$ cat config.mk
export PLATFORM = sky130hd
export DESIGN_NAME = asr_ctrl
export DESIGN_NICKNAME = d
export VERILOG_FILES = /design/src/rtl/asr_pkg.sv /design/src/rtl/asr_ctrl.sv
export SDC_FILE = /design/constraint.sdc
export NUM_CORES = 1
export LEC_CHECK = 0
export BUFFER_PORTS_ARGS = -buffer_cell sky130_fd_sc_hd__buf_2
export CAP_MARGIN = 20
export CELL_PAD_IN_SITES_DETAIL_PLACEMENT = 1
export CELL_PAD_IN_SITES_GLOBAL_PLACEMENT = 2
export CORE_MARGIN = 1.5
export CORE_UTILIZATION = 28
export CTS_CLUSTER_SIZE = 8
export DETAILED_ROUTE_END_ITERATION = 10
export PLACE_DENSITY = 0.81
export SLEW_MARGIN = 20
export SYNTH_ARGS = -nofsm -noshare
export SYNTH_HDL_FRONTEND = slang
export SYNTH_SLANG_ARGS = --single-unit
$ cat constraint.sdc
create_clock -name clk_i -period 2.45 [get_ports clk_i]
set_input_delay 0.6125 -clock clk_i [delete_from_list [all_inputs] [get_ports clk_i]]
set_output_delay 0.6125 -clock clk_i [all_outputs]
set_load 0.01 [all_outputs]
$ cat src/rtl/asr_pkg.sv
`timescale 1ns / 1ps
// Shared types and constants of the averaging sweep recorder.
package asr_pkg;
  localparam int unsigned MaxSignals = 8;
  localparam int unsigned MaxPoints  = 2048;
  localparam int unsigned SigW  = 3;
  localparam int unsigned PtW   = 11;
  localparam int unsigned CntW  = 12;
  localparam int unsigned SumW  = 48;
  localparam int unsigned AddrW = SigW + PtW;
  localparam int unsigned Depth = MaxSignals * MaxPoints;

  localparam logic [2:0] ActSample = 3'd0;
  localparam logic [2:0] ActTick   = 3'd1;
  localparam logic [2:0] ActStart  = 3'd2;
  localparam logic [2:0] ActStop   = 3'd3;
  localparam logic [2:0] ActErase  = 3'd4;
  localparam logic [2:0] ActRead   = 3'd5;

  localparam logic [1:0] RegNumPoints = 2'd0;
  localparam logic [1:0] RegNumAvg    = 2'd1;
  localparam logic [1:0] RegRealLim   = 2'd2;
  localparam logic [1:0] RegLiveLim   = 2'd3;

  typedef enum logic [3:0] {
    StClear, StIdle, StExec, StSumRd, StDivStart, StDivWait, StStore, StFinish,
    StReadWait, StReadData, StErase, StOut
  } state_e;

  typedef struct packed {
    logic exec;       // apply simple actions of the held item
    logic sum_add;    // accumulate held sample
    logic div_start;  // start divide of sum at div_sig
    logic store;      // write average (quotient or clamped sum) to memory, advance div_sig
    logic finish;     // bump count, check limits, clear sums
    logic halt;       // memory full: stop running, clear sums
    logic rd_capture; // capture read data
    logic clr_write;  // write zero at clear counter
    logic take;       // take input item
    logic out_load;   // load result register
  } cmd_t;

  typedef struct packed {
    logic set_done;   // sample closes a set reaching num_average
    logic full;       // stored count at num_points
    logic div_busy;
    logic last_sig;   // div_sig at final signal
    logic clr_last;   // clear counter at final entry
    logic rd_ok;
  } stat_t;
endpackage

$ cat src/rtl/asr_ctrl.sv
`timescale 1ns / 1ps
// Control state machine of the averaging sweep recorder.
module asr_ctrl (
  input  logic          clk_i,
  input  logic          rst_ni,
  input  logic          in_valid_i,
  output logic          in_ready_o,
  input  logic [2:0]    action_i,
  input  logic          out_busy_i,
  input  asr_pkg::stat_t stat_i,
  output asr_pkg::cmd_t  cmd_o
);
  asr_pkg::state_e state_q, state_d;
  logic [2:0] act_q;

  always_ff @(posedge clk_i or negedge rst_ni) begin
    if (!rst_ni) begin
      state_q <= asr_pkg::StClear;
      act_q   <= asr_pkg::ActSample;
    end else begin
      state_q <= state_d;
      if (cmd_o.take) act_q <= action_i;
    end
  end

  always_comb begin
    state_d = state_q;
    case (state_q)
      asr_pkg::StClear:    if (stat_i.clr_last) state_d = asr_pkg::StIdle;
      asr_pkg::StIdle:     if (in_valid_i && !out_busy_i) state_d = asr_pkg::StExec;
      asr_pkg::StExec: begin
        case (act_q)
          asr_pkg::ActSample: begin
            if (stat_i.set_done) begin
              state_d = stat_i.full ? asr_pkg::StOut : asr_pkg::StDivStart;
            end else begin
              state_d = asr_pkg::StOut;
            end
          end
          asr_pkg::ActErase: state_d = asr_pkg::StErase;
          asr_pkg::ActRead:  state_d = stat_i.rd_ok ? asr_pkg::StReadWait : asr_pkg::StOut;
          default:           state_d = asr_pkg::StOut;
        endcase
      end
      asr_pkg::StDivStart: state_d = asr_pkg::StDivWait;
      asr_pkg::StDivWait:  if (!stat_i.div_busy) state_d = asr_pkg::StStore;
      asr_pkg::StStore:    state_d = stat_i.last_sig ? asr_pkg::StFinish : asr_pkg::StDivStart;
      asr_pkg::StFinish:   state_d = asr_pkg::StOut;
      asr_pkg::StReadWait: state_d = asr_pkg::StReadData;
      asr_pkg::StReadData: state_d = asr_pkg::StOut;
      asr_pkg::StErase:    if (stat_i.clr_last) state_d = asr_pkg::StOut;
      asr_pkg::StOut:      state_d = asr_pkg::StIdle;
      default:             state_d = asr_pkg::StIdle;
    endcase
  end

  always_comb begin
    cmd_o = '0;
    in_ready_o = 1'b0;
    case (state_q)
      asr_pkg::StClear: cmd_o.clr_write = 1'b1;
      asr_pkg::StIdle: begin
        in_ready_o = !out_busy_i;
        cmd_o.take = in_valid_i && !out_busy_i;
      end
      asr_pkg::StExec: begin
        cmd_o.exec = 1'b1;
        if (act_q == asr_pkg::ActSample) begin
          cmd_o.sum_add = 1'b1;
          cmd_o.halt = stat_i.set_done && stat_i.full;
        end
      end
      asr_pkg::StDivStart: cmd_o.div_start = 1'b1;
      asr_pkg::StStore:    cmd_o.store = 1'b1;
      asr_pkg::StFinish:   cmd_o.finish = 1'b1;
      asr_pkg::StReadWait: cmd_o.rd_capture = 1'b0;
      asr_pkg::StReadData: cmd_o.rd_capture = 1'b1;
      asr_pkg::StErase:    cmd_o.clr_write = 1'b1;
      asr_pkg::StOut:      cmd_o.out_load = 1'b1;
      default:             cmd_o = '0;
    endcase
  end
endmodule

==> results.md <==
- The flow ran to the end, and the final reports show no timing, DRC or antenna violations.
- After layout, the design draws a total of ~670 uW.
- Synthesis instantiated 31 different standard cells from the library.
- The cell with the largest stage delay on the worst path is dfrtp_1.
- The met2 layer usage reported by global route is between 20% and 30%.
- A synthesized cell averages 9.48 um^2.
- The final number of hold-violating endpoints is 0.
- The I/O pin count is 24.
- For the worst flop-to-flop path, the logic depth is 4.
- The max-slew violation total from the final report is 0.
- The number of remaining DRC errors is 0.
- The core region is between 1500 and 2000 um^2.
- The sequential-to-total area share from yosys stat is 29.8%.
- The layer flagged by global routing as most heavily used is met2.
- The post-route standard cell area excluding fillers is 731 um^2.
- Clock-pin slew was measured on the worst setup and hold paths at 0.06 ns.
- In this run the cell area measured after placement is 704 um^2.
- The highest clock rate is ~430 MHz.
- The final routed wirelength across all metal layers is 1500 um.
- The clock net sink count is 7.
- After layout, the worst path uses 94.3% of the clock period.
- The cell family contributing the most delay on the critical path is simple AND/OR/NAND/NOR gates.
- The filler cell count in the final layout is 263.
- The measured slew at the worst slew-check pin is 0.489 ns.
- The worst slew margin relative to its limit is roughly 67%.
- For this block, the initial DRC count from the detailed router was 7.
- After clock tree synthesis, the flow added hold-fix buffers numbering 0.
- The area growth from synthesis to layout is 24.3%.
- On the final layout, the worst hold slack is about 0.19 ns.
- The global-route track usage on met3 is 3.37%.
- The analysis attributes to cell leakage a power of around 0.34 nW.
- Once the floorplan was initialized, standard cells occupied between 20% and 30% of the core.
- The path class of the tightest hold or removal check is primary input to async pin.
- Setup violations remaining at the end of the flow were counted as 0.
- In the global route stage, overall resource usage came out at between 10% and 20%.
- Once layout is complete, the utilization of the core stands at 37.2%.
- The post-synthesis net count is 75.
- The initial antenna violation count was 0.
- The die height is between 40 and 50 um.
- For the worst setup path, the data required time is about 1.8 ns.
- Dividing the detail-routed via count by the number of cells gives just under 5.
- The number of flip-flops and latches in the synthesized netlist is 7.
- The post-route antenna net violation count is 0.
- TritonCTS created 3 clock buffers.
- The final critical-path required period is 2.31 ns.
- The global-route congestion overflow total is 0.
- The number of gates resized after CTS was 0.
- The number of nets in the final layout is around 100.
- In the final routed layout, each cell accounts on average for 13.4 um.
- The number of standard-cell rows in the floorplan is 16.
- After legalization and detailed placement, the total HPWL measured 1250 um.
- The tree is rooted in a clkbuf_4.
- The count of buffering cells on the critical path with inverters included is 1.
- The number of setup buffers added after CTS is 0.
- The pin count of the biggest net entering global routing is 14.
- The worst setup path category is register to output pin.
- The critical path goes through nor4b_4 -> nor4b_2 -> and3_1 -> buf_2.
- The critical path crosses 4 cells after its start point.
- The count of input and output buffers is 23.
- The die is between 40 and 50 um wide.
- The number of antenna diodes in the final layout is 0.
- The number of warning messages in the yosys log is 0.
- Yosys mapped a number of flops with a built-in enable equal to 0.
- For this design the ratio of total power to cell area is between 900 and 1000 nW/um^2.
- The data arrival at the endpoint of the critical path is 1.70 ns.
- The die covers between 2000 and 2500 um^2.
- The first-pass GRT wire length is 2550 um.
- Summing every instance area after synthesis gives slightly below 600 um^2.
- The maximum clock insertion buffer count is 2.
- The fraction of final layout cells with drive strength greater than 1 is 40.0%.
- The max-capacitance violation count is 0.
- The final worst clock skew is 0.00898 ns.
- Of all nets on the critical path, the largest fanout is 11.
- The library cells used most frequently in the layout, excluding fill and tap cells, are 23 x buf_2, 7 x dfrtp_1, 6 x nand2b_1, 5 x nor2_1.
- The worst setup path is captured at an output pin.
- The routed layout has 551 vias.
- The total negative slack is 0 ns.
- Synthesis produced slightly above 60 cells.
- The largest single stage delay on the critical path is ~0.54 ns.
- The most frequent standard cell in the layout excluding fill and tap cells is buf_2.
- The final RePlAce weighted congestion is around 0.75.
- For the worst-skew pair, the clock arrives at the later sink with an insertion delay of roughly 0.25 ns.
- The TritonCTS clock tree is yes.
- The number of global-route vias before repair is roughly 560.
- The share of flip-flops with an asynchronous set or reset is 100%.
- STA classifies the critical path startpoint as a register.
- Setup repair after global routing left no endpoint under its margin.
- CTS built an H-tree with a depth of 1.
- IR analysis of the VDD net gives a maximum drop of ~0.4 mV.
- The met1 layer usage reported by global route is 16.8%.
- The pre-antenna-repair detailed-routing pass consisted of 4 iterations.
- The commonest register cell after synthesis is dfrtp_1.
[cells in the mapped netlist, types with 2 or more instances]
library cell	number	share of area, %
nor3b_1	2	2.6
o21ai_0	3	2.6
a21oi_1	2	1.7
buf_2	2	1.7
dfrtp_1	7	30
nor3_1	3	2.6
o31ai_1	2	2.6
inv_1	3	1.9
mux2_2	3	5.7
nand2b_1	6	6.4
buf_6	2	3.8
nor2b_1	3	3.2
nor2_1	5	3.2
nand2_1	2	1.3
[registers in the layout, summed over array words and instances (netlist names)]
signal,cells
act_q,3
state_q,4
[where the power goes]
| part | internal, mW | switching (mW) |
|---|---|---|
| Combinational | 0.153 | 0.131 |
| Clock | 0.0622 | 0.0429 |
| Sequential | 0.161 | 0.118 |
| Total | 0.376 | 0.292 |
[kinds of logic (layout without fill, tap and decap cells)]
logic type | Yosys count | count (layout) | synth area share [%]
compound gates | 16 | 16 | 20.0
xor+xnor | 1 | 1 | 1.49
buf+inv | 7 | 30 | 7.45
flops | 7 | 7 | 29.8
mux | 4 | 4 | 7.45
simple gates | 27 | 27 | 33.8
[cell type report]
class                      count  area, um^2  share of cell area (%)
clock buffer                   4        26.3                    3.60
multi-input combinational     48         369                    50.5
tap                           27        33.8                    4.62
timing repair buffer          23         115                    15.8
sequential                     7         175                    24.0
inverter                       3        11.3                    1.54
[worst register-to-register path: cells and delay by family, from the launching register on]
family           cells  cell delay [ns]
AND/OR/NAND/NOR      2             0.44
flip-flops           1             0.63
AO/OA/AOI/OAI        2             0.54
[path summary, 6_finish.rpt]
check | start | endpoint | slack (ns)
setup / recovery | state_q[3] | cmd_o[4] | 0.14
hold / removal | rst_ni | state_q[0] | 0.19
setup reg to reg | state_q[3] | state_q[1] | 0.73
hold reg to reg | act_q[2] | act_q[2] | 0.61
max in group asynchronous | rst_ni | act_q[1] | 2.09
min in group clk_i | action_i[0] | act_q[0] | 0.59
[routing by layer]
layer / vias to the layer above / routed length [um]
met5: - / 0
met4: 0 / 0
met3: 0 / 55
met2: 10 / 774
met1: 267 / 666
li1: 274 / -
[metrics by stage]
stage	worst slack (ns)	cells
after CTS	0.134	112
final	0.140	112
after detailed placement	0.393	108
after floorplan	0.361	62
after global placement	0.447	108
after global routing	0.00170	112
Power figures use the tool's default switching activity.
